## config.mk

```make
export PLATFORM = sky130hd
export DESIGN_NAME = brf_front
export DESIGN_NICKNAME = d
export VERILOG_FILES = /design/src/rtl/core/brf_pkg.sv /design/src/rtl/core/brf_front.sv
export SDC_FILE = /design/constraint.sdc
export NUM_CORES = 1
export LEC_CHECK = 0
export ABC_AREA = 1
export BUFFER_PORTS_ARGS = -buffer_cell sky130_fd_sc_hd__buf_2
export CORE_MARGIN = 2
export CORE_UTILIZATION = 52
export CTS_BUF_LIST = sky130_fd_sc_hd__clkbuf_8
export CTS_CLUSTER_SIZE = 16
export DETAILED_ROUTE_END_ITERATION = 8
export PLACE_DENSITY_LB_ADDON = 0.25
export SYNTH_ARGS = -nofsm -noshare
export SYNTH_HDL_FRONTEND = slang
export SYNTH_SLANG_ARGS = --single-unit
```

## constraint.sdc

```tcl
create_clock -name i_clk -period 2 [get_ports i_clk]
set_input_delay 0.1 -clock i_clk [delete_from_list [all_inputs] [get_ports i_clk]]
set_output_delay 0.1 -clock i_clk [all_outputs]
set_load 0.005 [all_outputs]
```

## src/rtl/core/brf_pkg.sv

```systemverilog
`default_nettype none
// ----------------------------------------------------------------------------
// brf_pkg
// Shared types and constants of the byte ring fifo: word layouts, the
// command and status codes, register indexes and default sizes.
// ----------------------------------------------------------------------------
package brf_pkg;

    localparam int DEF_STORE_DEPTH = 1024;
    localparam int DEF_MAX_READ    = 64;
    localparam int POS_SPAN        = 1024;

    localparam int CAP_W   = 11;
    localparam int USE_W   = 10;
    localparam int LIM_W   = 7;
    localparam int CFG_AW  = 3;
    localparam int CFG_DW  = 32;

    localparam logic [CAP_W-1:0] CAP_RESET = 11'd1024;
    localparam logic [CAP_W-1:0] CAP_MIN   = 11'd2;

    localparam int FQ_DEPTH = 2;
    localparam int RQ_DEPTH = 4;
    localparam int RQ_CW    = $clog2(RQ_DEPTH + 1);

    localparam logic REG_CAPACITY = 1'b0;

    localparam logic CMD_WRITE = 1'b0;
    localparam logic CMD_READ  = 1'b1;

    localparam logic [1:0] ST_WR_OK    = 2'd0;
    localparam logic [1:0] ST_WR_FULL  = 2'd1;
    localparam logic [1:0] ST_RD_BYTE  = 2'd2;
    localparam logic [1:0] ST_RD_EMPTY = 2'd3;

    typedef struct packed {
        logic             command;
        logic [7:0]       write_byte;
        logic [LIM_W-1:0] read_limit;
    } t_in_word;

    typedef struct packed {
        logic [1:0]       status;
        logic [7:0]       read_byte;
        logic             last;
        logic [USE_W-1:0] usage;
    } t_out_word;

    typedef struct packed {
        logic             command;
        logic [7:0]       data;
        logic [LIM_W-1:0] limit;
    } t_op;

    typedef struct packed {
        logic valid;
        t_op  op;
    } t_op_chan;

    typedef struct packed {
        logic      valid;
        logic      is_read;
        t_out_word word;
    } t_res_chan;

endpackage
`default_nettype wire

```

## src/rtl/core/brf_front.sv

```systemverilog
`default_nettype none
// ----------------------------------------------------------------------------
// brf_front
// Input side: accepts words, clamps the read limit and holds them in a
// short queue until the engine takes them.
// ----------------------------------------------------------------------------
module brf_front #(
    parameter int MAX_READ = brf_pkg::DEF_MAX_READ
) (
    input  wire logic              i_clk,
    input  wire logic              i_rst_n,
    input  wire logic              i_push,
    output logic                   o_full,
    input  wire brf_pkg::t_in_word i_word,
    output brf_pkg::t_op_chan      o_op,
    input  wire logic              i_take
);
    import brf_pkg::*;

    localparam int FPW = $clog2(FQ_DEPTH);
    localparam int FCW = $clog2(FQ_DEPTH + 1);

    t_op              r_slot [FQ_DEPTH];
    logic [FPW-1:0]   r_head;
    logic [FCW-1:0]   r_cnt;
    logic [FPW-1:0]   n_head;
    logic [FCW-1:0]   n_cnt;
    logic [FPW-1:0]   tail;
    logic [FCW:0]     tail_sum;
    logic             accept;
    logic             take;
    t_op              op_in;

    assign o_full = (r_cnt == FCW'(FQ_DEPTH));
    assign accept = i_push && !o_full;
    assign take   = i_take && (r_cnt != '0);

    always_comb begin
        op_in.command = i_word.command;
        op_in.data    = i_word.write_byte;
        op_in.limit   = (i_word.read_limit > LIM_W'(MAX_READ)) ? LIM_W'(MAX_READ)
                                                              : i_word.read_limit;
    end

    always_comb begin
        tail_sum = (FCW+1)'(r_head) + (FCW+1)'(r_cnt);
        if (tail_sum >= (FCW+1)'(FQ_DEPTH)) begin
            tail_sum = tail_sum - (FCW+1)'(FQ_DEPTH);
        end
        tail = tail_sum[FPW-1:0];
    end

    always_comb begin
        n_head = r_head;
        n_cnt  = r_cnt;
        if (take) begin
            n_head = (r_head == FPW'(FQ_DEPTH - 1)) ? '0 : r_head + FPW'(1);
        end
        case ({accept, take})
            2'b10:   n_cnt = r_cnt + FCW'(1);
            2'b01:   n_cnt = r_cnt - FCW'(1);
            default: n_cnt = r_cnt;
        endcase
    end

    always_ff @(posedge i_clk) begin
        if (!i_rst_n) begin
            r_head <= '0;
            r_cnt  <= '0;
        end else begin
            r_head <= n_head;
            r_cnt  <= n_cnt;
        end
    end

    always_ff @(posedge i_clk) begin
        if (accept) begin
            r_slot[tail] <= op_in;
        end
    end

    assign o_op.valid = (r_cnt != '0);
    assign o_op.op    = r_slot[r_head];

endmodule
`default_nettype wire

```

* Yosys cells after proc, flatten, opt, wreduce, memory -nomap -nowiden
Memory sizes are Yosys's and may differ from the RTL's. A register that Yosys moved wholly into a read port is not among the register bits.
Cells that the tools add are included.
** Storage, ports and cells
- Latch bits :: 0
- Input port bits :: 20
- Output and inout bits :: 18
- Memories kept :: 1
- RAM bits :: 32
- ROM bits :: 0
- Word-level logic and storage cells :: 26
- Register bits :: 3
** Memory list
- r_slot :: words 2, width 16, rd ports 1, clocked after memory_dff 1, write ports 1, RTL line brf_front.sv:23 : t_op r_slot [FQ_DEPTH];
** Operators by class
- Add/subtract/negate cells :: 5
- Divide/modulo/power cells :: 0
- Reduce and logical (&&, ||, !) cells :: 5
- Equal/unequal tests :: 3
- Multiply operators :: 0
- Order comparisons :: 2
- Bitwise logic cells :: 0
- Muxes and demuxes :: 8
- Shifts and indexed selects :: 0
** Operators by type and width (count)
- greater-than comparator 7 bit, second input constant :: 1
- two-way mux 7 bit :: 1
- two-way mux 1 bit :: 6
- == test 2 bit, second input constant :: 2
- case mux 2 bit (2 select lines) :: 1
- nonzero test 2 bit :: 2
- adder 1 x 2 -> 3 bit :: 1
- greater-or-equal comparator 3 x 2 -> 1 bit, second input constant :: 1
- adder 2 x 1 -> 2 bit, second input constant :: 1
- == test 2 x 1 -> 1 bit, second input constant :: 1
- logical AND 1 bit :: 2
- subtractor 2 x 1 -> 2 bit, second input constant :: 1
- adder 1 bit, second input constant :: 1
- logical NOT 1 bit :: 1
- subtractor 1 bit, second input constant :: 1

* Longest topological paths before layout
Gate-level depths: netlist of the first run.
- Depth in word-level cells :: 5
- Mapped depth :: 8

* Worst setup path before layout of the first run
Ideal clock, no wire load.
- Path type :: flip-flop to flip-flop
- Start point :: reg r_cnt[0]
- End point :: mem r_slot[1][0] (netlist bit), enable pin
- Stages on the path, launching flop included :: 4
- Setup time :: 0.390 ns
- Buffers on the path :: 1
- Data required time :: 1.610 ns
- Setup slack :: 0.208 ns
- Arrival time :: 1.402 ns
- Path through :: dfxtp_1 > buf_2 > xor2_1 > nor2b_1
** On the way
- Longest elaborated chain between the ends :: 5
** Ends and longest elaborated chain
- from (decl) :: RTL line brf_front.sv:25 : logic [FCW-1:0] r_cnt;
- from (signal assigned) :: RTL line brf_front.sv:72 : r_cnt <= n_cnt;
- branches (longest 5 deep; another with adder 1 x 2 -> 3 bit)
- to (decl) :: RTL line brf_front.sv:23
Parallel ways; which one is timed is not known.

* Worst setup path after layout of the first run
- Start point :: reg r_cnt[1]
- End point :: reg r_cnt[1]
** On the way
- Longest elaborated chain between the ends :: 5
** Ends and longest elaborated chain
- == test 2 bit :: RTL line brf_front.sv:34 : assign o_full = (r_cnt == FCW'(FQ_DEPTH));
- logical NOT 1 bit :: RTL line brf_front.sv:35 : assign accept = i_push && !o_full;
- logical AND 1 bit :: RTL line brf_front.sv:35
- == test 2 x 1 -> 1 bit / == test 2 bit (equally long branches) :: RTL line brf_front.sv:59 : case ({accept, take})
- case mux 2 bit (2 select lines) / nonzero test 2 bit (equally long branches)
Parallel ways exist; a longest one is shown, timed or not.
A chain may end at the register's enable or synchronous reset.

==> results of run 1 <==
-- worst paths after layout --
| path | cells past startpoint | end | slack (ns) |
|---|---|---|---|
| max reg2reg | 8 | r_cnt[1]$_SDFFE_PN0P_ | 0.50 |
| min reg2reg | 2 | flip-flop | 0.56 |
| max | 8 | r_cnt[1]$_SDFFE_PN0P_ | 0.50 |
| min | 1 | r_slot[0][13]$_DFFE_PP_ | 0.005 |
-- stage by stage --
step / utilization [%] / hold slack [ns] / cell area (um2) / power (mW)
6_report: 68.3 / 0.00452 / 1880 / 2.27
5_1_grt: 68.3 / 0.00365 / 1880 / 2.38
4_1_cts: 68.3 / 0.000770 / 1880 / 2.29
3_5_place_dp: 61.9 / 0.293 / 1710 / 1.67
3_3_place_gp: 61.9 / 0.290 / 1710 / 1.63
2_1_floorplan: - / 0.199 / 1500 / 1.46
-- metal layers --
metal | vias to the layer above | routed length, um | track usage, %
met3 | 11 | 168 | 4.69
met2 | 45 | 1240 | 28.7
met4 | 0 | 106 | 14.3
met5 | - | 0 | 0
met1 | 435 | 1020 | 17.0
li1 | 452 | - | -
-- where the power goes --
group	total, mW	switching (mW)	internal [mW]
clock network	0.615	0.251	0.365
registers	1.07	0.0555	1.01
logic	0.587	0.291	0.296
-- cell usage in the layout, fill, tap and decap left out, types with 2 or more instances in the layout --
master         synthesis  layout
buf_2                  1      37
edfxtp_1              32      32
nor2_1                18      18
inv_1                 10      11
mux2_4                10      10
nand2_1                7       7
dlygate4sd3_1          0       7
mux2_2                 6       6
clkbuf_8               0       5
dfxtp_1                4       4
buf_4                  0       3
nand3_1                2       2
-- area by class of cell --
type                            instances  area, um2  area share, %
Clock buffer                            5       68.8           3.65
Clock inverter                          3       38.8           2.06
Inverter                               11       41.3           2.19
Multi-Input combinational cell         51        378           20.1
Sequential cell                        36       1040           55.2
Tap cell                               31       38.8           2.06
Timing Repair Buffer                   47        278           14.7
-- cell families after synthesis --
family,after synthesis,share of synthesized area [%]
AO/OA/AOI/OAI,4,1.50
AND/OR/NAND/NOR,29,7.76
flip-flops,36,69.4
buffers and inverters,15,5.42
adder cells (fa/ha/maj),1,0.834
multiplexers,16,14.5
XOR/XNOR,1,0.584
-- critical path: cells and delay by family, from the launching register on --
family | cells | cell delay [ns]
flops | 1 | 0.38
compound gates | 1 | 0.20
fa+ha+maj | 1 | 0.30
buf+inv | 2 | 0.18
simple gates | 4 | 0.36
-- flip-flops by register name, summed over array words and instances, names as in the netlist, named ones only --
name and cells:
r_cnt 2, r_head 1, r_slot 32
-- repair_timing --
action | CTS | global route
buffers inserted | 0 | 0
hold endpoints to repair | 12 | 0
hold buffers | 7 | 0
setup endpoints to repair | 0 | 0
==> reports/results.txt, run 1 <==
Worst EP required = 2.22 ns
Slowest stage delay, CP = 0.38 ns
Endpoints failing hold = 0
CP most frequent cell = nor2_1
# fillers = 199
Initial antenna violation count = 0
DR vias = 943
Vias in the first global route = 989
Tmin final = 1.50 ns
DRC = 0
Gr usage total = 16.9%
Top-count cell post-synth = edfxtp_1
WL/cell = 13.8 um
Placed cells = 169
I/O Pins = 38
Top post-synthesis cells by area = edfxtp_1 64%, mux2_4 10%, dfxtp_1 5.3%, nor2_1 4.5%, mux2_2 4.5%
Final std cells w/o fill = 184
CTS tree = done
CP startpoint kind = flip-flop
Synth unique cells = 21
Most used flip-flop cell after synthesis = edfxtp_1
Setup TNS = 0 ns
Worst-Margin Slew = 0.265 ns
Root buf cell = clkbuf_8
Worst-path clk slew = 0.07 ns
Critical Path Sink Type = flip-flop
PortBufs = 37
Core area = 0.00276 mm2
Layout cells sized above 1 = 41.8%
RSZ-0062 raised after global routing = no
Area growth from synthesis to layout = 25.6%
Static Leak = 0.815 nW
DIE HEIGHT = 57.7 um
HP Start = i_word[13]
GRT Residual Overflow = 0
Post-route ant nets = 0
Initial Util = 54.4%
Cell Rows = 19
Max rail drop VDD = 1.00 mV
Vias/cell = 5.13
Clock Path Buffers = 2
Final setup skew = 0.00384 ns
Nets = 173
Area leader, netlist = edfxtp_1
Pre-Repair DR Iteration Count = 4
Class of the worst hold path = input port to flip-flop
Die span in x = 57.7 um
CP startpoint = r_cnt[1]$_SDFFE_PN0P_
First-pass GRT wire length = 4010 um
Largest net degree at the start of global routing = 17
Top cell type's share of synthesized area = 64.1%
Die area = 0.00333 mm2
Max Slew Vio Count = 0
Synth Instances = 102
DRC marker count from the first detailed-route iteration = 24
Most common library cells after synthesis = 32 x edfxtp_1, 18 x nor2_1, 10 x inv_1, 10 x mux2_4, 7 x nand2_1
CTS Buf Count = 5
Hpwl dp = 1750 um
Post-CTS sizing = 0
Yosys warns = 0
Cell breakdown of the critical path = inv_1 > o21ai_1 > ha_1 > inv_1 > nand2_1 > nor2_1 > nor2_1 > nor2_1
Ys async rst share = 0%
Slowest CP cell = dfxtp_1
Status = finished, final reports clean
Clock sink count = 36
Fin worst setup slack = 0.503 ns
CP arrival = 1.72 ns
Placer Congestion = 0.699
Place WS = 0.528 ns
Final setup fails = 0
Syn Std Cell Area = 0.00150 mm2
Diodes inserted = 0
Max-slew headroom = 82.3%
Max-cap violations = 0
Critical path type = flip-flop to flip-flop
Post-synthesis sequential area ratio = 69.4%
Reg2reg start = r_cnt[1]$_SDFFE_PN0P_
Final Cycle Share = 74.9%
Skew-Pair Late Insertion Delay = 0.29 ns
Synth Area per Inst = 14.7 um2
Power per cell area = 1210 mW/mm2
Worst-path maximum fanout = 4
Htree depth = 2
Post-synth EDFFs = 32
Final wirelength = 2530 um
#FFs+latches synth = 36
Syn_nets = 123
FMAX = 0.668 GHz
No activity file was read; power rests on OpenSTA's default activity.
==> run 2, diff against run 1 <==
--- a/config.mk
+++ b/config.mk
@@ -5,7 +5,7 @@
 export SDC_FILE = /design/constraint.sdc
 export NUM_CORES = 1
 export LEC_CHECK = 0
-export ABC_AREA = 1
+export ABC_AREA = 0
 export BUFFER_PORTS_ARGS = -buffer_cell sky130_fd_sc_hd__buf_2
 export CORE_MARGIN = 2
 export CORE_UTILIZATION = 52
==> constraint.sdc (replaced) <==
create_clock -name i_clk -period 1.4 [get_ports i_clk]
set_input_delay 0.07 -clock i_clk [delete_from_list [all_inputs] [get_ports i_clk]]
set_output_delay 0.07 -clock i_clk [all_outputs]
set_load 0.005 [all_outputs]
==> reports/results.txt, run 2 <==
WHS = 0.0342 ns
Area after DPL = 0.00172 mm2
I/O Pins = 38
Worst Path Buf+Inv = 0
Top cell type's share of synthesized area = 67.5%
Synth unique cells = 20
Post-Synth Simple-Gate Area = 6.33%
RSZ-0062 raised after global routing = yes
Core area = 0.00254 mm2
Initial antenna violation count = 0
Slowest stage delay, CP = 0.36 ns
HP Start = i_rst_n
Most frequent cells in the layout = 37 x buf_2, 32 x edfxtp_1, 16 x mux2_2
Power per cell area = 2060 mW/mm2
Final wirelength = 2380 um
Pwr Total = 4.04 mW
Clock sink count = 36
GRT Residual Overflow = 0
WL/cell = 13.7 um
Post-synthesis sequential area ratio = 73.2%
Vias/cell = 4.96
Max Slew Vio Count = 0
Synth Area in Adders = 0.880%
Worst-Margin Slew = 0.211 ns
Max-cap violations = 0
Area leader, netlist = edfxtp_1
Root buf cell = clkbuf_8
Max-slew headroom = 85.6%
Area growth from synthesis to layout = 38.0%
Class of the worst hold path = input port to flip-flop
Commonest non-fill, non-tap cell in the layout = buf_2
Largest registers = r_slot: 32 flops, r_cnt: 2 flops, r_head: 1 flops
Post-Synth XOR/XNOR Area = 1.85%
Endpoints failing hold = 0
Largest Register = r_slot
# fillers = 155
Slowest CP cell = dfxtp_4
Critical path type = flip-flop to flip-flop
Gr usage total = 15.5%
Setup TNS = 0 ns
Syn Std Cell Area = 0.00142 mm2
Initial Util = 55.9%
Post-synth EDFFs = 32
Synth Area in Compound Gates = 2.11%
Static Leak = 0.768 nW
Final Util = 77.1%
Worst-path maximum fanout = 6
Final setup skew = 0.00662 ns
Status = finished, final reports clean
Largest family of logic cells by synthesized area = multiplexers
Final instance area = 0.00196 mm2
Die span in x = 56.3 um
Most used flip-flop cell after synthesis = edfxtp_1
Post-route ant nets = 0
Synth Area per Inst = 17.1 um2
CP arrival = 1.59 ns
Most common library cells after synthesis = 32 x edfxtp_1, 16 x mux2_2, 9 x nor2b_1
CP startpoint = r_cnt[1]$_SDFFE_PN0P_
#FFs+latches synth = 36
Flip-flop count of the largest register after layout = 32
Max rail drop VDD = 1.42 mV
DRC = 0
CTS tree = done
Crit path max-delay family = flip-flops
Largest net degree at the start of global routing = 13
Reg2reg start = r_cnt[1]$_SDFFE_PN0P_
Top post-synthesis cells by area = edfxtp_1 68%, mux2_2 13%, dfxtp_1 5.6%, nor2b_1 4.0%, xnor2_1 1.8%
FMAX = 0.728 GHz
Syn_nets = 104
Die area = 0.00317 mm2
Critical Path Sink Type = flip-flop
Yosys warns = 0
Layout cells sized above 1 = 56.3%
Hpwl dp = 1520 um
Pre-Repair DR Iteration Count = 4
Post-synthesis mux area share = 13.4%
Fin worst setup slack = 0.0271 ns
CTS Buf Count = 5
Cell Rows = 18
DRC marker count from the first detailed-route iteration = 16
Synth Instances = 83
First-pass GRT wire length = 3520 um
Clock Path Buffers = 2
CP startpoint kind = flip-flop
Vias in the first global route = 837
Top-count cell post-synth = edfxtp_1
Cell breakdown of the critical path = o21a_1 > ha_4 > xnor2_1 > or3_1 > a21boi_1
Worst-path clk slew = 0.07 ns
DR vias = 863
Tmin final = 1.37 ns
Place WS = -0.0741 ns
Final std cells w/o fill = 174
PortBufs = 37
Placer Congestion = 0.663
Final setup fails = 0
Final Cycle Share = 98.1%
Htree depth = 2
Worst EP required = 1.62 ns
Diodes inserted = 0
Ys async rst share = 0%
DIE HEIGHT = 56.3 um
Skew-Pair Late Insertion Delay = 0.29 ns
Placed cells = 154
Nets = 164
[run 2: cell types whose count changed after synthesis, moves of 2 or more]
cell and delta:
and2_1 +2, inv_1 -8, mux2_2 +10, mux2_4 -10
nand2_1 -7, nand3_1 -2, nor2_1 -17, nor2b_1 +8
xnor2_1 +3
[run 2: final timing paths]
kind | slack [ns] | depth (start not counted) | end
worst min-delay path | 0.03 | 2 | r_cnt[0]$_SDFFE_PN0P_
worst min register to register | 0.53 | 2 | r_cnt[1]$_SDFFE_PN0P_
worst max-delay path | 0.03 | 5 | r_cnt[1]$_SDFFE_PN0P_
worst max register to register | 0.03 | 5 | r_cnt[1]$_SDFFE_PN0P_
[run 2: cell type report]
type,instances,area [um2],area share [%]
Clock buffer,5,68.8,3.51
Clock inverter,3,42.5,2.17
Inverter,2,7.51,0.382
Multi-Input combinational cell,42,390,19.9
Sequential cell,36,1050,53.5
Tap cell,30,37.5,1.91
Timing Repair Buffer,56,367,18.7
[run 2: report_power, final]
group          switching, mW  internal, mW
clock                  0.367         0.526
sequential             0.121          1.56
combinational          0.633         0.831
[run 2: kinds of logic after synthesis]
group           count (synthesis)
compound gates                  5
xor+xnor                        3
fa+ha+maj                       1
buf+inv                         6
flops                          36
mux                            17
simple gates                   15
[run 2: repair_timing]
item / 4_1_cts / 5_1_grt
hold endpoints to repair: 18 / 0
pin swaps: 2 / 5
hold buffers: 9 / 0
setup endpoints to repair: 21 / 26
resized for setup: 6 / 6
cloned: 1 / 1
buffers inserted: 1 / 0
[run 2: routing by layer]
layer / share of wire, % / GRT usage, %
met1: 40 / 16.0
met3: 5.6 / 6.22
met4: 2.0 / 8.16
met2: 53 / 26.9
met5: 0 / 0
==> run 3, diff against run 2 <==
==> constraint.sdc (replaced) <==
create_clock -name i_clk -period 1.5 [get_ports i_clk]
set_input_delay 0.075 -clock i_clk [delete_from_list [all_inputs] [get_ports i_clk]]
set_output_delay 0.075 -clock i_clk [all_outputs]
set_load 0.005 [all_outputs]
==> reports/results.txt, run 3 (same netlist as run 2, synthesis figures left out) <==
Status = finished, final reports clean
Htree depth = 2
Initial antenna violation count = 0
Area growth from synthesis to layout = 31.6%
Nets = 159
Core area = 0.00254 mm2
Area after DPL = 0.00168 mm2
P_int = 2.42 mW
Commonest non-fill, non-tap cell in the layout = buf_2
I/O Pins = 38
DIE HEIGHT = 56.3 um
Max layer used = met4
Worst-Margin Slew = 0.212 ns
Multi-input gate area = 370 um2
Static Leak = 0.729 nW
# fillers = 169
Root buf cell = clkbuf_8
Largest registers = r_slot: 32 flops, r_cnt: 2 flops, r_head: 1 flops
Worst EP required = 1.71 ns
Die area = 0.00317 mm2
Pre-Repair DR Iteration Count = 4
DRC = 0
GRT Residual Overflow = 0
Critical Path Sink Type = flip-flop
Clock sink count = 36
Die span in x = 56.3 um
Gate power share = 36.2%
First-pass GRT wire length = 3880 um
CP startpoint kind = flip-flop
Final setup skew = 0.00397 ns
FMAX = 0.700 GHz
Power per cell area = 1810 mW/mm2
Final Cycle Share = 95.2%
Cell breakdown of the critical path = o21a_2 > ha_4 > xnor2_1 > or3_1 > a21boi_1
WL met3 = 169 um
Post-route ant nets = 0
PortBufs = 37
Critical path type = flip-flop to flip-flop
Slowest stage delay, CP = 0.34 ns
Initial Util = 55.9%
Max rail drop VDD = 1.46 mV
Met2 wire length = 1300 um
Largest net degree at the start of global routing = 17
DRC marker count from the first detailed-route iteration = 15
Max Slew Vio Count = 0
Switch Pwr = 0.972 mW
Worst-path maximum fanout = 6
DR vias = 842
Placer Congestion = 0.633
Class of the worst hold path = input port to flip-flop
Net Sw Frac = 28.7%
Slowest CP cell = dfxtp_2
RSZ-0062 raised after global routing = no
Layout cells sized above 1 = 51.8%
Endpoints failing hold = 0
Vias in the first global route = 850
Gr usage total = 17.6%
Final std cells w/o fill = 169
Pwr Total = 3.39 mW
Worst-path clk slew = 0.07 ns
Reg power frac = 45.7%
Tmin final = 1.43 ns
CTS tree = done
Max-slew headroom = 85.8%
Most frequent cells in the layout = 37 x buf_2, 32 x edfxtp_1, 16 x mux2_2
CP arrival = 1.64 ns
Sequential cell area = 0.00104 mm2
Skew-Pair Late Insertion Delay = 0.28 ns
CTS Buf Count = 5
Final setup fails = 0
Final instance area = 0.00187 mm2
WL met1 = 975 um
WL/cell = 14.5 um
Cell Rows = 18
Flip-flop count of the largest register after layout = 32
Largest Register = r_slot
Final Util = 73.5%
Vias/cell = 4.98
Crit path max-delay family = compound AO/OA/AOI/OAI gates
Final wirelength = 2460 um
Clock power frac = 18.1%
Setup TNS = 0 ns
Placed cells = 152
Max-cap violations = 0
Diodes inserted = 0
Clock Path Buffers = 2
Worst Path Buf+Inv = 0
Hpwl dp = 1660 um
[run 3: what timing repair did]
action | in CTS | in global routing
endpoints found under the hold margin | 18 | 0
hold buffers | 9 | 0
setup endpoints to repair | 1 | 1
pin swaps | 0 | 0
gates resized for setup | 3 | 3
buffers inserted | 0 | 0
gates cloned | 0 | 0
[run 3: worst paths after layout]
path	from	endpoint	slack (ns)	cells past startpoint
min	i_rst_n	r_cnt[0]$_SDFFE_PN0P_	0.03	2
max reg2reg	r_cnt[1]$_SDFFE_PN0P_	r_cnt[1]$_SDFFE_PN0P_	0.07	5
max	r_cnt[1]$_SDFFE_PN0P_	r_cnt[1]$_SDFFE_PN0P_	0.07	5
min reg2reg	r_cnt[1]$_SDFFE_PN0P_	r_cnt[1]$_SDFFE_PN0P_	0.51	2
[run 3: final cells by class]
cell class / count / area share, %
clock buffers: 5 / 3.68
clock inverters: 3 / 0.602
inverters: 2 / 0.401
multi-input cells: 41 / 19.8
flip-flops and latches: 36 / 55.7
well taps: 30 / 2.01
repair buffers: 52 / 17.8
[run 3: per-layer routing]
layer	track usage, %	vias up
met1	20.0	392
met3	8.29	2
met5	0	-
met4	8.16	0
met2	28.1	35
li1	-	413
[run 3: power groups by stage]
stage                     combinational (mW)  clock (mW)  sequential (mW)
after floorplan                        0.730           0             1.52
after global placement                  1.15           0             1.54
after detailed placement                1.18           0             1.56
after CTS                               1.24       0.626             1.55
after global routing                    1.35       0.682             1.57
final                                   1.23       0.613             1.55
[run 3: stage by stage]
stage,hold slack [ns],worst slack (ns)
finish,0.0276,0.0718
global route,0.0525,0.00396
CTS,0.0261,0.0285
detailed placement,0.267,0.00934
global placement,0.264,0.104
floorplan,0.174,0.0337
