`src/rtl/core/brf_pkg.sv`:
```
`default_nettype none
// ----------------------------------------------------------------------------
// brf_pkg
// Shared types and constants of the byte ring fifo: word layouts, the
// command and status codes, register indexes and default sizes.
// ----------------------------------------------------------------------------
package brf_pkg;

    localparam int DEF_STORE_DEPTH = 1024;
    localparam int DEF_MAX_READ    = 64;
    localparam int POS_SPAN        = 1024;

    localparam int CAP_W   = 11;
    localparam int USE_W   = 10;
    localparam int LIM_W   = 7;
    localparam int CFG_AW  = 3;
    localparam int CFG_DW  = 32;

    localparam logic [CAP_W-1:0] CAP_RESET = 11'd1024;
    localparam logic [CAP_W-1:0] CAP_MIN   = 11'd2;

    localparam int FQ_DEPTH = 2;
    localparam int RQ_DEPTH = 4;
    localparam int RQ_CW    = $clog2(RQ_DEPTH + 1);

    localparam logic REG_CAPACITY = 1'b0;

    localparam logic CMD_WRITE = 1'b0;
    localparam logic CMD_READ  = 1'b1;

    localparam logic [1:0] ST_WR_OK    = 2'd0;
    localparam logic [1:0] ST_WR_FULL  = 2'd1;
    localparam logic [1:0] ST_RD_BYTE  = 2'd2;
    localparam logic [1:0] ST_RD_EMPTY = 2'd3;

    typedef struct packed {
        logic             command;
        logic [7:0]       write_byte;
        logic [LIM_W-1:0] read_limit;
    } t_in_word;

    typedef struct packed {
        logic [1:0]       status;
        logic [7:0]       read_byte;
        logic             last;
        logic [USE_W-1:0] usage;
    } t_out_word;

    typedef struct packed {
        logic             command;
        logic [7:0]       data;
        logic [LIM_W-1:0] limit;
    } t_op;

    typedef struct packed {
        logic valid;
        t_op  op;
    } t_op_chan;

    typedef struct packed {
        logic      valid;
        logic      is_read;
        t_out_word word;
    } t_res_chan;

endpackage
`default_nettype wire

```
`src/rtl/core/brf_result_queue.sv`:
```
`default_nettype none
// ----------------------------------------------------------------------------
// brf_result_queue
// Small result queue between the engine and the output channel; the
// engine only issues while it holds a free entry.
// ----------------------------------------------------------------------------
module brf_result_queue (
    input  wire logic                      i_clk,
    input  wire logic                      i_rst_n,
    input  wire brf_pkg::t_res_chan        i_res,
    input  wire logic                      i_pop,
    output logic                           o_empty,
    output brf_pkg::t_out_word             o_word,
    output logic [brf_pkg::RQ_CW-1:0]      o_count
);
    import brf_pkg::*;

    localparam int RPW = $clog2(RQ_DEPTH);

    t_out_word        r_slot [RQ_DEPTH];
    logic [RPW-1:0]   r_head, r_tail;
    logic [RQ_CW-1:0] r_cnt;
    logic             pop_ok;

    assign o_empty = (r_cnt == '0);
    assign pop_ok  = i_pop && !o_empty;
    assign o_word  = r_slot[r_head];
    assign o_count = r_cnt;

    always_ff @(posedge i_clk) begin
        if (!i_rst_n) begin
            r_head <= '0;
            r_tail <= '0;
            r_cnt  <= '0;
        end else begin
            if (i_res.valid) begin
                r_tail <= (r_tail == RPW'(RQ_DEPTH - 1)) ? '0 : r_tail + RPW'(1);
            end
            if (pop_ok) begin
                r_head <= (r_head == RPW'(RQ_DEPTH - 1)) ? '0 : r_head + RPW'(1);
            end
            case ({i_res.valid, pop_ok})
                2'b10:   r_cnt <= r_cnt + RQ_CW'(1);
                2'b01:   r_cnt <= r_cnt - RQ_CW'(1);
                default: r_cnt <= r_cnt;
            endcase
        end
    end

    always_ff @(posedge i_clk) begin
        if (i_res.valid) begin
            r_slot[r_tail] <= i_res.word;
        end
    end

endmodule
`default_nettype wire
```
`config.mk`:
```
export PLATFORM = sky130hd
export DESIGN_NAME = brf_result_queue
export DESIGN_NICKNAME = d
export VERILOG_FILES = /design/src/rtl/core/brf_pkg.sv /design/src/rtl/core/brf_result_queue.sv
export SDC_FILE = /design/constraint.sdc
export NUM_CORES = 1
export LEC_CHECK = 0
export BUFFER_PORTS_ARGS = -buffer_cell sky130_fd_sc_hd__buf_2
export CAP_MARGIN = 5
export CORE_MARGIN = 2
export CORE_UTILIZATION = 50
export CTS_CLUSTER_DIAMETER = 30
export DETAILED_ROUTE_END_ITERATION = 7
export GPL_TIMING_DRIVEN = 0
export PLACE_DENSITY = 0.74
export SETUP_SLACK_MARGIN = 0.3
export SLEW_MARGIN = 20
export SYNTH_ARGS = -nofsm -noshare
export SYNTH_HDL_FRONTEND = slang
export SYNTH_SLANG_ARGS = --single-unit
```
`constraint.sdc`:
```
create_clock -name i_clk -period 1.8 [get_ports i_clk]
set_clock_uncertainty 0.1 [all_clocks]
set_input_delay 0.27 -clock i_clk [delete_from_list [all_inputs] [get_ports i_clk]]
set_output_delay 0.27 -clock i_clk [all_outputs]
set_load 0.01 [all_outputs]
```
---- After elaboration in Yosys (flattened, before gate mapping) ----
Memories as Yosys holds them, arrays and structs flattened. A register that Yosys moved wholly into a read port is not among the register bits.
Index checks and enable logic that the tools add are counted.
word-level totals
  flip-flop bits (word level) ............. 7
  bits in writable memories ............... 84
  input bits .............................. 26
  output and inout port bits .............. 25
  word-level logic and storage cells ...... 23
  memories ................................ 1
operators by class
  $add $sub $neg .......................... 4
  eq/ne operators ......................... 4
  muxes and demuxes ....................... 7
  reductions and logical operators ........ 4
memories
  memory  words  width  rd ports  clocked after memory_dff  wr ports  line                    text
  r_slot  4      21     1         1                         1         brf_result_queue.sv:20  t_out_word r_slot [RQ_DEPTH];
operator list
  cell                                               number
  2-to-1 mux 2 bit                                   4
  == test 2 bit (second input constant)              3
  case mux 3 bit (2 select lines)                    1
  adder 2 x 1 -> 2 bit (second input constant)       2
  adder 3 x 1 -> 3 bit (second input constant)       1
  zero test 3 bit                                    1
  subtractor 3 x 1 -> 3 bit (second input constant)  1
  == test 2 x 1 -> 1 bit (second input constant)     1
  2-to-1 mux 1 bit                                   2
  nonzero test 2 bit                                 1
  logical AND 1 bit                                  1
  zero test 1 bit                                    1

---- Logic depth before layout (Yosys ltp) ----
Gate-level depths: netlist (run 1).
  word-level depth ........................ 5
  depth in mapped cells ................... 8
  gate-level depth less buffers ........... 8

---- Least setup slack after synthesis (run 1) ----
Ideal clock, no wire load.
  path type ............................... flip-flop to flip-flop
  start ................................... register r_cnt[0] (netlist: o_count[0])
  end ..................................... register r_cnt[2] (netlist: o_count[2])
  setup time .............................. 0.076 ns
  arrival ................................. 1.790 ns
  required time ........................... 1.624 ns
  path slack .............................. -0.166 ns
  stages on the path, launching flop included .. 9
  path buffers ............................ 0
  period minus slack after synthesis ...... 1.966 ns
  cell sequence ........................... dfxtp_1 -> o31ai_1 -> inv_1 -> ha_1 -> inv_1 -> fa_1 -> xor2_1 -> or3_1 -> a21boi_0
between the ends
  word-level cells in the longest chain between the ends .. 5
  elaborated cells between the ends (all ways) .. 9
  those cells by class .................... 2 x add/sub; 2 x eq/ne; 1 x mux; 4 x reduce/logical
RTL lines
  element                                                                       line                    text
  from (decl)                                                                   brf_result_queue.sv:22  logic [RQ_CW-1:0] r_cnt;
  from (signal assigned)                                                        brf_result_queue.sv:43  2'b10: r_cnt <= r_cnt + RQ_CW'(1);
  from (signal assigned)                                                        brf_result_queue.sv:44  2'b01: r_cnt <= r_cnt - RQ_CW'(1);
  from (signal assigned)                                                        brf_result_queue.sv:45  default: r_cnt <= r_cnt;
  zero test 3 bit                                                               brf_result_queue.sv:25  assign o_empty = (r_cnt == '0);
  zero test 1 bit                                                               brf_result_queue.sv:26  assign pop_ok = i_pop && !o_empty;
  logical AND 1 bit                                                             brf_result_queue.sv:26
  == test 2 x 1 -> 1 bit / == test 2 bit (equally long branches)                brf_result_queue.sv:42  case ({i_res.valid, pop_ok})
  case mux 3 bit (2 select lines) / nonzero test 2 bit (equally long branches)  -
Parallel ways exist; a longest one is shown, timed or not.
A chain may end at the register's enable or synchronous reset.

==> results of run 1 <==
## power by group
group	switching, mW	internal, mW
clock	0.691	0.643
combinational	0.598	0.804
sequential	0.0831	2.51
total	1.37	3.95
## how the worst max path moves through the flow
stage / from / end / slack, ns / depth (start not counted)
after CTS: flop / o_word[4] / -0.15 / 3
after global routing: flop / o_word[4] / -0.19 / 3
final: flop / o_word[17] / -0.13 / 3
after detailed placement: o_count[1] / o_count[2] / -0.06 / 8
after global placement: o_count[1] / o_count[2] / -0.02 / 8
after floorplan: o_count[1] / o_count[2] / 0.03 / 8
## sequential cells by signal (all words and copies together) (netlist names), named ones only
| signal | flops |
|---|---|
| r_tail | 2 |
| r_head | 2 |
| o_count | 3 |
| r_slot | 84 |
## metrics by stage
step	utilization, %	setup WS, ns
after floorplan	-	0.0309
after global placement	57.3	-0.0241
after detailed placement	57.3	-0.0594
after CTS	61.3	-0.151
after global routing	62.7	-0.195
final	62.7	-0.128
## final cells by class
class	instances	area, um2
timing repair buffer	53	363
buffer	5	53.8
clock buffer	9	124
multi-input combinational	55	781
tap	96	120
inverter	7	26.3
fill	467	2530
sequential	93	2720
clock inverter	7	73.8
## synth_stat cells (all sizes together)
cell     n  share of area, %
mux2i    1              0.29
mux4    21                14
fa       1              0.57
nand3    2              0.29
o21ai    4              0.57
xnor2    1              0.25
clkbuf   1              0.11
nor2b    1              0.18
a21boi   1              0.21
and2     6               1.1
buf      4              0.93
o21a     1              0.21
dfxtp    9               5.2
o31ai    1              0.21
nor2     2              0.21
xor2     1              0.25
or3      1              0.18
nor3     2              0.29
nand2    3              0.32
edfxtp  84                72
ha       6               2.1
inv      7              0.75
## timing repair
item	CTS	global route
endpoints found under the hold margin	0	0
endpoints found under the setup margin	108	25
gates cloned	0	0
setup buffers	4	1
pin swaps	2	1
resized for setup	15	15
## layer usage
layer / up-vias / wire length [um] / track usage [%]
met5: - / 0 / 0
met4: 0 / 48 / 6.29
met3: 5 / 252 / 4.43
met2: 44 / 2910 / 25.9
met1: 833 / 2210 / 19.0
li1: 770 / - / -
## worst reg2reg max path: cells and delay by family (launching register included)
kind            cells  cell delay, ns
buf+inv             2            0.10
flops               1            0.39
simple gates        1            0.31
compound gates      2            0.20
fa+ha+maj           2            0.45
xor+xnor            1            0.15
## cells by family (layout without fill, tap and decap cells)
group	after synthesis	count (layout)	share of synthesized area, %
flops	93	93	77.3
xor+xnor	2	2	0.501
compound gates	7	7	1.22
mux	22	22	13.9
buf+inv	12	81	1.79
fa+ha+maj	7	7	2.72
simple gates	17	17	2.54
## layout by cell type (no fill, tap or decap), drive strengths merged, types with 3 or more instances in the layout
master	count
clkinvlp	3
dfxtp	9
and2	6
mux4	21
nand2	3
o21ai	4
ha	6
buf	57
inv	8
edfxtp	84
clkbuf	10
==> run summary, run 1 <==
ROUTING
------------------------------------------------------------------------------------------
Detail-routed via count per cell ............................................         5.08
Pre-Repair DR Iteration Count ...............................................            4
Drt initial violations ......................................................           86
Final routed DRC violation total ............................................            0
Via count ...................................................................         1652
WL final ....................................................................      5420 um
Count of antenna-violating nets left after detailed routing .................            0
Wire length per cell ........................................................      16.7 um

SETUP PATH
------------------------------------------------------------------------------------------
Worst setup SP type .........................................................         flop
Critical-path cell list ..................................................... buf_12 -> mux4_2 -> buf_6
WP data required ............................................................      1.43 ns
Worst reg2reg startpoint ....................................................   o_count[2]
Kind of critical path .......................................................   reg -> out
Peak fanout along the critical path .........................................           10
Buffering stage count on the worst path with inverters included .............            2
Worst reg2reg setup slack ...................................................      0.03 ns
Critical Path End Type ...................................................... primary output
Worst reg2reg path endpoint .................................................   o_count[2]
R2R cell count ..............................................................            8
Maximum single-stage delay on the critical path .............................      0.53 ns
Cell family with the largest share of critical-path delay ................... multiplexers
Library cell contributing the largest single delay on the critical path ..... sky130_fd_sc_hd__mux4_2
Worst path arrival time .....................................................      1.56 ns

CLOCK TREE
------------------------------------------------------------------------------------------
Clk sinks ...................................................................           93
Root Buffer Master .......................................................... sky130_fd_sc_hd__clkbuf_8
Bufs on Longest Clock Path ..................................................            2
Count of hold buffers inserted by post-cts repair ...........................            0
Number of buffers created by CTS ............................................            9
Maximum level of the CTS H-tree .............................................            3
Clock edge transition at the registers on the reported setup and hold paths .      0.09 ns
Clock tree from TritonCTS ...................................................         done
Clock latency on the worst-skew pair ........................................      0.35 ns

FLOORPLANNING
------------------------------------------------------------------------------------------
Total die area ..............................................................     7680 um2
Initial Utilization .........................................................        51.5%
Std-Cell Core Area ..........................................................     6790 um2
Width of the chip ...........................................................      87.6 um
Floorplan die height ........................................................      87.6 um
Number of rows created at floorplan .........................................           30
I/O Pins ....................................................................           51

FINISH
------------------------------------------------------------------------------------------
Share of layout cells above drive strength 1 ................................        47.2%
Final Net Count .............................................................          257
Antenna cells ...............................................................            0
Design Area, Final ..........................................................     4260 um2
Final instance count without filler cells ...................................          325
Relative area change from synthesis to final layout .........................        21.8%

TIMING
------------------------------------------------------------------------------------------
Peak Freq ...................................................................      519 MHz
Total negative slack ........................................................     -2.16 ns
Number of setup violations in the final report ..............................           21
Fin crit period .............................................................      1.93 ns
Final slew viol count .......................................................            0
Hold Fails Final Rpt ........................................................            0
Worst slew margin relative to its limit .....................................        77.6%
Final WS setup ..............................................................    -0.128 ns
Transition at the pin with the smallest max-transition slack ................     0.336 ns
Final period util ...........................................................         107%
Final worst hold slack ......................................................    0.0287 ns
Unrepaired setup endpoints after global routing .............................          yes

YOSYS
------------------------------------------------------------------------------------------
Cell count after synthesis ..................................................          160
Flops & latches, synth ......................................................           93
Synthesized netlist net count ...............................................          193
Mapped Avg Cell Area ........................................................     21.8 um2
Share of synthesized area occupied by flip-flops and latches ................        77.3%
Total standard cell area after synthesis ....................................     3500 um2
Synth cell types ............................................................           24
Count of yosys warnings during synthesis ....................................            0

POWER AND IR DROP
------------------------------------------------------------------------------------------
Overall power consumption ...................................................      5.32 mW
Total power divided by cell area ............................................  1250 nW/um2
Leakage power ...............................................................      1.46 nW
Worst VDD drop ..............................................................       838 uV

MIN PATH
------------------------------------------------------------------------------------------
Worst Hold Depth ............................................................            1
Hold crit path type .........................................................    in -> reg
Startpoint of the worst hold path ...........................................     i_res[4]
Worst hold endpoint ......................................................... r_slot[0][4]

GRT
------------------------------------------------------------------------------------------
Wire length of the first global-routing pass ................................      8510 um
Largest net degree at the start of global routing ...........................           22
Number of antenna violations at the first check in global routing ...........            0
Overall track demand over capacity in global routing ........................        15.4%
Vias in the first global route ..............................................         1732
Total grt overflow ..........................................................            0

OUTCOME
------------------------------------------------------------------------------------------
Violations in the final reports ............................................. negative setup slack
Result of the run ........................................................... complete, but fails checks

RUN
------------------------------------------------------------------------------------------
Max cap viols ...............................................................            0

PLACEMENT
------------------------------------------------------------------------------------------
Placed cell count ...........................................................          304
Number of buffers inserted by port buffering ................................           48
Cell area after placement ...................................................     3890 um2
Post-detailed-placement half-perimeter wirelength ...........................      3480 um
Placer's final routability congestion estimate ..............................        0.671

Note: power is estimated with default switching activity, not from simulation.
==> inputs of run 2 (changes only) <==
- HOLD_SLACK_MARGIN: not set -> 0.08
- RECOVER_POWER: not set -> 50
- SETUP_SLACK_MARGIN: 0.3 -> 0.4
==> run summary, run 2 (synthesized netlist as in run 1, its figures left out) <==
ROUTING
------------------------------------------------------------------------------------------
WL final ....................................................................      6590 um   was 5420 um
Detail-routed via count per cell ............................................         5.10   was 5.08
Via count ...................................................................         1805   was 1652
Wire length per cell ........................................................      18.6 um   was 16.7 um
Count of antenna-violating nets left after detailed routing .................            0   unchanged
Final routed DRC violation total ............................................            0   unchanged
Drt initial violations ......................................................          148   was 86
Pre-Repair DR Iteration Count ...............................................            4   unchanged

FINISH
------------------------------------------------------------------------------------------
Core utilization of the finished layout .....................................        66.1%   was 62.7%
Number of flip-flops in the largest register ................................           84   unchanged
Antenna cells ...............................................................            0   unchanged
Register with the most flip-flops ...........................................       r_slot   unchanged
Share of layout cells above drive strength 1 ................................        37.2%   was 47.2%
Commonest non-fill, non-tap cell in the layout .............................. sky130_fd_sc_hd__edfxtp_1   unchanged
Final Net Count .............................................................          286   was 257
Filler Cells Inserted .......................................................          467   unchanged
Final instance count without filler cells ...................................          354   was 325
Commonest cells after routing, fill and taps aside .......................... 84 x sky130_fd_sc_hd__edfxtp_1, 24 x sky130_fd_sc_hd__clkbuf_1, 21 x sky130_fd_sc_hd__mux4_2, 21 x sky130_fd_sc_hd__dlygate4sd3_1, 17 x sky130_fd_sc_hd__buf_2   was 84 x sky130_fd_sc_hd__edfxtp_1, 37 x sky130_fd_sc_hd__buf_2, 21 x sky130_fd_sc_hd__mux4_2
Relative area change from synthesis to final layout .........................        28.5%   was 21.8%

TIMING
------------------------------------------------------------------------------------------
Worst slew margin relative to its limit .....................................        77.1%   was 77.6%
Final period util ...........................................................         108%   was 107%
Fin crit period .............................................................      1.94 ns   was 1.93 ns
Hold Fails Final Rpt ........................................................            0   unchanged
Final WS setup ..............................................................    -0.139 ns   was -0.128 ns
Peak Freq ...................................................................      516 MHz   was 519 MHz
Unrepaired setup endpoints after global routing .............................          yes   unchanged
Transition at the pin with the smallest max-transition slack ................     0.344 ns   was 0.336 ns
Final slew viol count .......................................................            0   unchanged
Final worst hold slack ......................................................     0.193 ns   was 0.0287 ns
Number of setup violations in the final report ..............................           22   was 21
Total negative slack ........................................................     -2.18 ns   was -2.16 ns

PLACEMENT
------------------------------------------------------------------------------------------
Number of buffers inserted by port buffering ................................           48   unchanged
Placer's final routability congestion estimate ..............................        0.692   was 0.671
Placed cell count ...........................................................          304   unchanged
Post-detailed-placement half-perimeter wirelength ...........................      3490 um   was 3480 um

SETUP PATH
------------------------------------------------------------------------------------------
Critical Path End Type ...................................................... primary output   unchanged
Worst setup SP type .........................................................         flop   unchanged
Peak fanout along the critical path .........................................           10   unchanged
WP data required ............................................................      1.43 ns   about the same
Worst reg2reg setup slack ...................................................         0 ns   was 0.03 ns
Worst path arrival time .....................................................      1.57 ns   was 1.56 ns
Kind of critical path .......................................................   reg -> out   unchanged

POWER AND IR DROP
------------------------------------------------------------------------------------------
Worst VDD drop ..............................................................       898 uV   was 838 uV
Overall power consumption ...................................................      5.29 mW   was 5.32 mW
Total power divided by cell area ............................................  1180 nW/um2   was 1250 nW/um2
Leakage power ...............................................................      1.52 nW   was 1.46 nW

GRT
------------------------------------------------------------------------------------------
Number of antenna violations at the first check in global routing ...........            0   unchanged
Total grt overflow ..........................................................            0   unchanged
Largest net degree at the start of global routing ...........................           22   unchanged
Wire length of the first global-routing pass ................................      9010 um   was 8510 um
Overall track demand over capacity in global routing ........................        16.6%   was 15.4%
Vias in the first global route ..............................................         1802   was 1732

CLOCK TREE
------------------------------------------------------------------------------------------
Bufs on Longest Clock Path ..................................................            2   unchanged
Clk sinks ...................................................................           93   unchanged
Number of buffers created by CTS ............................................            9   unchanged
Clock tree from TritonCTS ...................................................         done   unchanged
Clock edge transition at the registers on the reported setup and hold paths .      0.08 ns   was 0.09 ns
Clock latency on the worst-skew pair ........................................      0.34 ns   was 0.35 ns
Maximum level of the CTS H-tree .............................................            3   unchanged
Root Buffer Master .......................................................... sky130_fd_sc_hd__clkbuf_8   unchanged

FLOORPLANNING
------------------------------------------------------------------------------------------
Floorplan die height ........................................................      87.6 um   unchanged
Total die area ..............................................................     7680 um2   unchanged
Std-Cell Core Area ..........................................................     6790 um2   unchanged
Width of the chip ...........................................................      87.6 um   unchanged
Initial Utilization .........................................................        51.5%   unchanged
I/O Pins ....................................................................           51   unchanged
Number of rows created at floorplan .........................................           30   unchanged

OUTCOME
------------------------------------------------------------------------------------------
Result of the run ........................................................... complete, but fails checks   unchanged
Violations in the final reports ............................................. negative setup slack   unchanged

RUN
------------------------------------------------------------------------------------------
Max cap viols ...............................................................            0   unchanged

MIN PATH
------------------------------------------------------------------------------------------
Hold crit path type .........................................................    in -> reg   unchanged

[run 2: worst paths after layout]
| kind | startpoint | end | depth (start not counted) |
|---|---|---|---|
| max | flop | o_word[17] | 3 |
| min | i_rst_n | r_tail[0] | 2 |
| max reg2reg | o_count[0] | o_count[2] | 8 |
| min reg2reg | r_head[1] | flop | 2 |
[run 2: power by group]
| group | internal [mW] | switching [mW] |
|---|---|---|
| sequential | 2.50 | 0.0797 |
| clock | 0.512 | 0.699 |
| combinational | 0.845 | 0.651 |
[run 2: per-stage QoR]
step	area [um2]	setup WS, ns
2_1_floorplan	3550	0.0640
3_3_place_gp	3910	0.00957
3_5_place_dp	3910	-0.0461
4_1_cts	4400	-0.171
5_1_grt	4490	-0.199
6_report	4490	-0.139
[run 2: metal layers]
layer  track usage, %  part of all wire, %  vias up
met1             19.7                   40      910
met4             7.55                  1.0        0
met3             3.11                  4.0        9
li1                 -                    -      837
met5                0                    0        -
met2             29.6                   55       49
[run 2: what timing repair did]
action | in CTS | in global routing
hold buffers | 21 | 0
endpoints found under the hold margin | 84 | 0
pin swaps | 1 | 1
setup endpoints to repair | 109 | 105
resized for setup | 16 | 19
gates cloned | 1 | 7
setup buffers | 5 | 0
[run 2: critical path, stage by stage, from the launching register on]
cell and delay (ns):
sky130_fd_sc_hd__dfxtp_4 0.39, sky130_fd_sc_hd__buf_12 0.16, sky130_fd_sc_hd__mux4_2 0.54, sky130_fd_sc_hd__buf_6 0.14
[run 2: layout make-up]
class | count | area [um2] | share of cell area [%]
Multi-Input combinational cell | 63 | 860 | 19.1
Clock buffer | 10 | 128 | 2.84
Clock inverter | 6 | 47.5 | 1.06
Buffer | 5 | 53.8 | 1.20
Sequential cell | 93 | 2720 | 60.5
Inverter | 7 | 26.3 | 0.585
Timing Repair Buffer | 74 | 541 | 12.0
Tap cell | 96 | 120 | 2.67
==> inputs of run 3 (changes only) <==
- RECOVER_POWER: 50 -> 100
- REMOVE_ABC_BUFFERS: not set -> 1
==> run summary, run 3 (synthesized netlist as in run 1, its figures left out) <==
PLACEMENT
------------------------------------------------------------------------------------------
Worst setup slack before clock tree synthesis ...............................    -0.343 ns   was -0.0461 ns
Post-detailed-placement half-perimeter wirelength ...........................      3430 um   was 3490 um
Number of buffers inserted by port buffering ................................           49   was 48
Placer's final routability congestion estimate ..............................        0.699   was 0.692
Placed cell count ...........................................................          301   was 304
Cell area after placement ...................................................     3850 um2   was 3910 um2

MIN PATH
------------------------------------------------------------------------------------------
Hold crit path type .........................................................    in -> reg   unchanged
Worst hold endpoint .........................................................    r_tail[0]   unchanged
Worst Hold Depth ............................................................            2   unchanged
Startpoint of the worst hold path ...........................................      i_rst_n   unchanged

ROUTING
------------------------------------------------------------------------------------------
WL final ....................................................................      6640 um   was 6590 um
Pre-Repair DR Iteration Count ...............................................            4   unchanged
Drt initial violations ......................................................          154   was 148
Count of antenna-violating nets left after detailed routing .................            0   unchanged
Detail-routed via count per cell ............................................         5.19   was 5.10
Final routed DRC violation total ............................................            0   unchanged
Via count ...................................................................         1846   was 1805
Wire length per cell ........................................................      18.7 um   was 18.6 um

TIMING
------------------------------------------------------------------------------------------
Unrepaired setup endpoints after global routing .............................          yes   unchanged
Final period util ...........................................................         109%   was 108%
Final WS setup ..............................................................    -0.162 ns   was -0.139 ns
Peak Freq ...................................................................      510 MHz   was 516 MHz
Worst slew margin relative to its limit .....................................        61.5%   was 77.1%
Transition at the pin with the smallest max-transition slack ................     0.578 ns   was 0.344 ns
Hold Fails Final Rpt ........................................................            0   unchanged
Final slew viol count .......................................................            0   unchanged
Fin crit period .............................................................      1.96 ns   was 1.94 ns
Number of setup violations in the final report ..............................           22   unchanged

SETUP PATH
------------------------------------------------------------------------------------------
Worst reg2reg setup slack ...................................................     -0.04 ns   was 0 ns
Worst path arrival time .....................................................      1.59 ns   was 1.57 ns
WP data required ............................................................      1.43 ns   about the same
Kind of critical path .......................................................   reg -> out   unchanged
R2R cell count ..............................................................            8   unchanged
Worst setup SP type .........................................................         flop   unchanged
Worst reg2reg path endpoint .................................................   o_count[2]   unchanged
Worst reg2reg startpoint ....................................................   o_count[0]   unchanged
Critical Path End Type ...................................................... primary output   unchanged
Peak fanout along the critical path .........................................            8   was 10

FINISH
------------------------------------------------------------------------------------------
Final instance count without filler cells ...................................          356   was 354
Share of layout cells above drive strength 1 ................................        30.0%   was 37.2%
Design Area, Final ..........................................................     4510 um2   was 4490 um2
Final Net Count .............................................................          288   was 286
Area taken by multi-input logic gates .......................................      825 um2   was 860 um2
Commonest non-fill, non-tap cell in the layout .............................. sky130_fd_sc_hd__edfxtp_1   unchanged
Antenna cells ...............................................................            0   unchanged
Commonest cells after routing, fill and taps aside .......................... 84 x sky130_fd_sc_hd__edfxtp_1, 24 x sky130_fd_sc_hd__clkbuf_1, 21 x sky130_fd_sc_hd__mux4_2, 21 x sky130_fd_sc_hd__dlygate4sd3_1, 18 x sky130_fd_sc_hd__buf_6   was 84 x sky130_fd_sc_hd__edfxtp_1, 24 x sky130_fd_sc_hd__clkbuf_1, 21 x sky130_fd_sc_hd__mux4_2, 21 x sky130_fd_sc_hd__dlygate4sd3_1, 17 x sky130_fd_sc_hd__buf_2
Core utilization of the finished layout .....................................        66.4%   was 66.1%
Register with the most flip-flops ...........................................       r_slot   unchanged
Filler Cells Inserted .......................................................          480   was 467
Relative area change from synthesis to final layout .........................        29.0%   was 28.5%
Storage cell area ...........................................................     2710 um2   was 2720 um2
Number of flip-flops in the largest register ................................           84   unchanged

GRT
------------------------------------------------------------------------------------------
Wire length of the first global-routing pass ................................      9540 um   was 9010 um
Vias in the first global route ..............................................         1792   was 1802
Largest net degree at the start of global routing ...........................           22   unchanged
Number of antenna violations at the first check in global routing ...........            0   unchanged
Total grt overflow ..........................................................            0   unchanged
Overall track demand over capacity in global routing ........................        17.4%   was 16.6%

FLOORPLANNING
------------------------------------------------------------------------------------------
Number of rows created at floorplan .........................................           30   unchanged
Width of the chip ...........................................................      87.6 um   unchanged
Floorplan die height ........................................................      87.6 um   unchanged
I/O Pins ....................................................................           51   unchanged
Std-Cell Core Area ..........................................................     6790 um2   unchanged
Total die area ..............................................................     7680 um2   unchanged
Initial Utilization .........................................................        51.5%   unchanged

OUTCOME
------------------------------------------------------------------------------------------
Result of the run ........................................................... complete, but fails checks   unchanged
Violations in the final reports ............................................. negative setup slack   unchanged

CLOCK TREE
------------------------------------------------------------------------------------------
Clk sinks ...................................................................           93   unchanged
Clock tree from TritonCTS ...................................................         done   unchanged
Clock latency on the worst-skew pair ........................................      0.35 ns   was 0.34 ns
Maximum level of the CTS H-tree .............................................            3   unchanged
Bufs on Longest Clock Path ..................................................            2   unchanged
Clock edge transition at the registers on the reported setup and hold paths .      0.08 ns   about the same
Root Buffer Master .......................................................... sky130_fd_sc_hd__clkbuf_8   unchanged
Number of buffers created by CTS ............................................            9   unchanged

POWER AND IR DROP
------------------------------------------------------------------------------------------
Total power divided by cell area ............................................  1200 nW/um2   was 1180 nW/um2
Worst VDD drop ..............................................................       718 uV   was 898 uV
Leakage power ...............................................................      1.51 nW   was 1.52 nW

RUN
------------------------------------------------------------------------------------------
Max cap viols ...............................................................            0   unchanged

==> run 3: cell types whose count changed in the layout (fill, tap and decap cells not counted), sizes merged <==
cell,change
and2,+3
buf,-2
bufinv,+1
clkinv,-2
clkinvlp,+2
==> run 3: worst max-delay path by stage <==
stage / startpoint / endpoint / slack (ns)
3_3_place_gp: flop / o_word[6] / -0.76
2_1_floorplan: flop / o_word[6] / -0.32
4_1_cts: flop / o_word[12] / -0.17
3_5_place_dp: o_count[0] / o_count[2] / -0.34
6_report: flop / o_word[12] / -0.16
5_1_grt: flop / o_word[12] / -0.18
==> run 3: repair_timing <==
item                                    in CTS  in global routing
hold endpoints to repair                    84                  0
pin swaps                                    4                  2
hold buffers                                21                  0
endpoints found under the setup margin     108                105
gates cloned                                 6                  6
gates resized for setup                     46                 20
buffers inserted                             6                  0
==> run 3: per-layer routing <==
layer / share of wire (%) / track usage, %
met1: 45 / 24.9
met2: 49 / 27.4
met3: 4.5 / 3.11
met4: 1.0 / 6.29
met5: 0 / 0
==> run 3: where the power goes <==
group | total, mW | internal, mW | switching, mW
sequential | 2.61 | 2.50 | 0.117
combinational | 1.45 | 0.847 | 0.604
clock | 1.36 | 0.644 | 0.718
total | 5.43 | 3.99 | 1.44
==> run 3: through the flow <==
| stage | total power [mW] | TNS [ns] | hold slack (ns) |
|---|---|---|---|
| floorplan | 3.28 | -5.61 | 0.269 |
| global placement | 3.62 | -27.27 | 0.384 |
| detailed placement | 3.69 | -16.55 | 0.392 |
| CTS | 5.41 | -2.88 | 0.122 |
| global route | 5.66 | -3.60 | 0.146 |
| finish | 5.43 | -2.78 | 0.125 |
==> run 3: critical path: stages, from the launching register on <==
cell	delay, ns
sky130_fd_sc_hd__dfxtp_4	0.42
sky130_fd_sc_hd__buf_12	0.15
sky130_fd_sc_hd__mux4_2	0.53
sky130_fd_sc_hd__buf_6	0.14
==> run 3: area by class of cell <==
class / instances / share of cell area (%)
flip-flops and latches: 93 / 60.2
clock buffers: 9 / 2.75
inverters: 7 / 0.583
repair buffers: 78 / 13.9
multi-input cells: 66 / 18.3
clock inverters: 7 / 1.64
well taps: 96 / 2.66
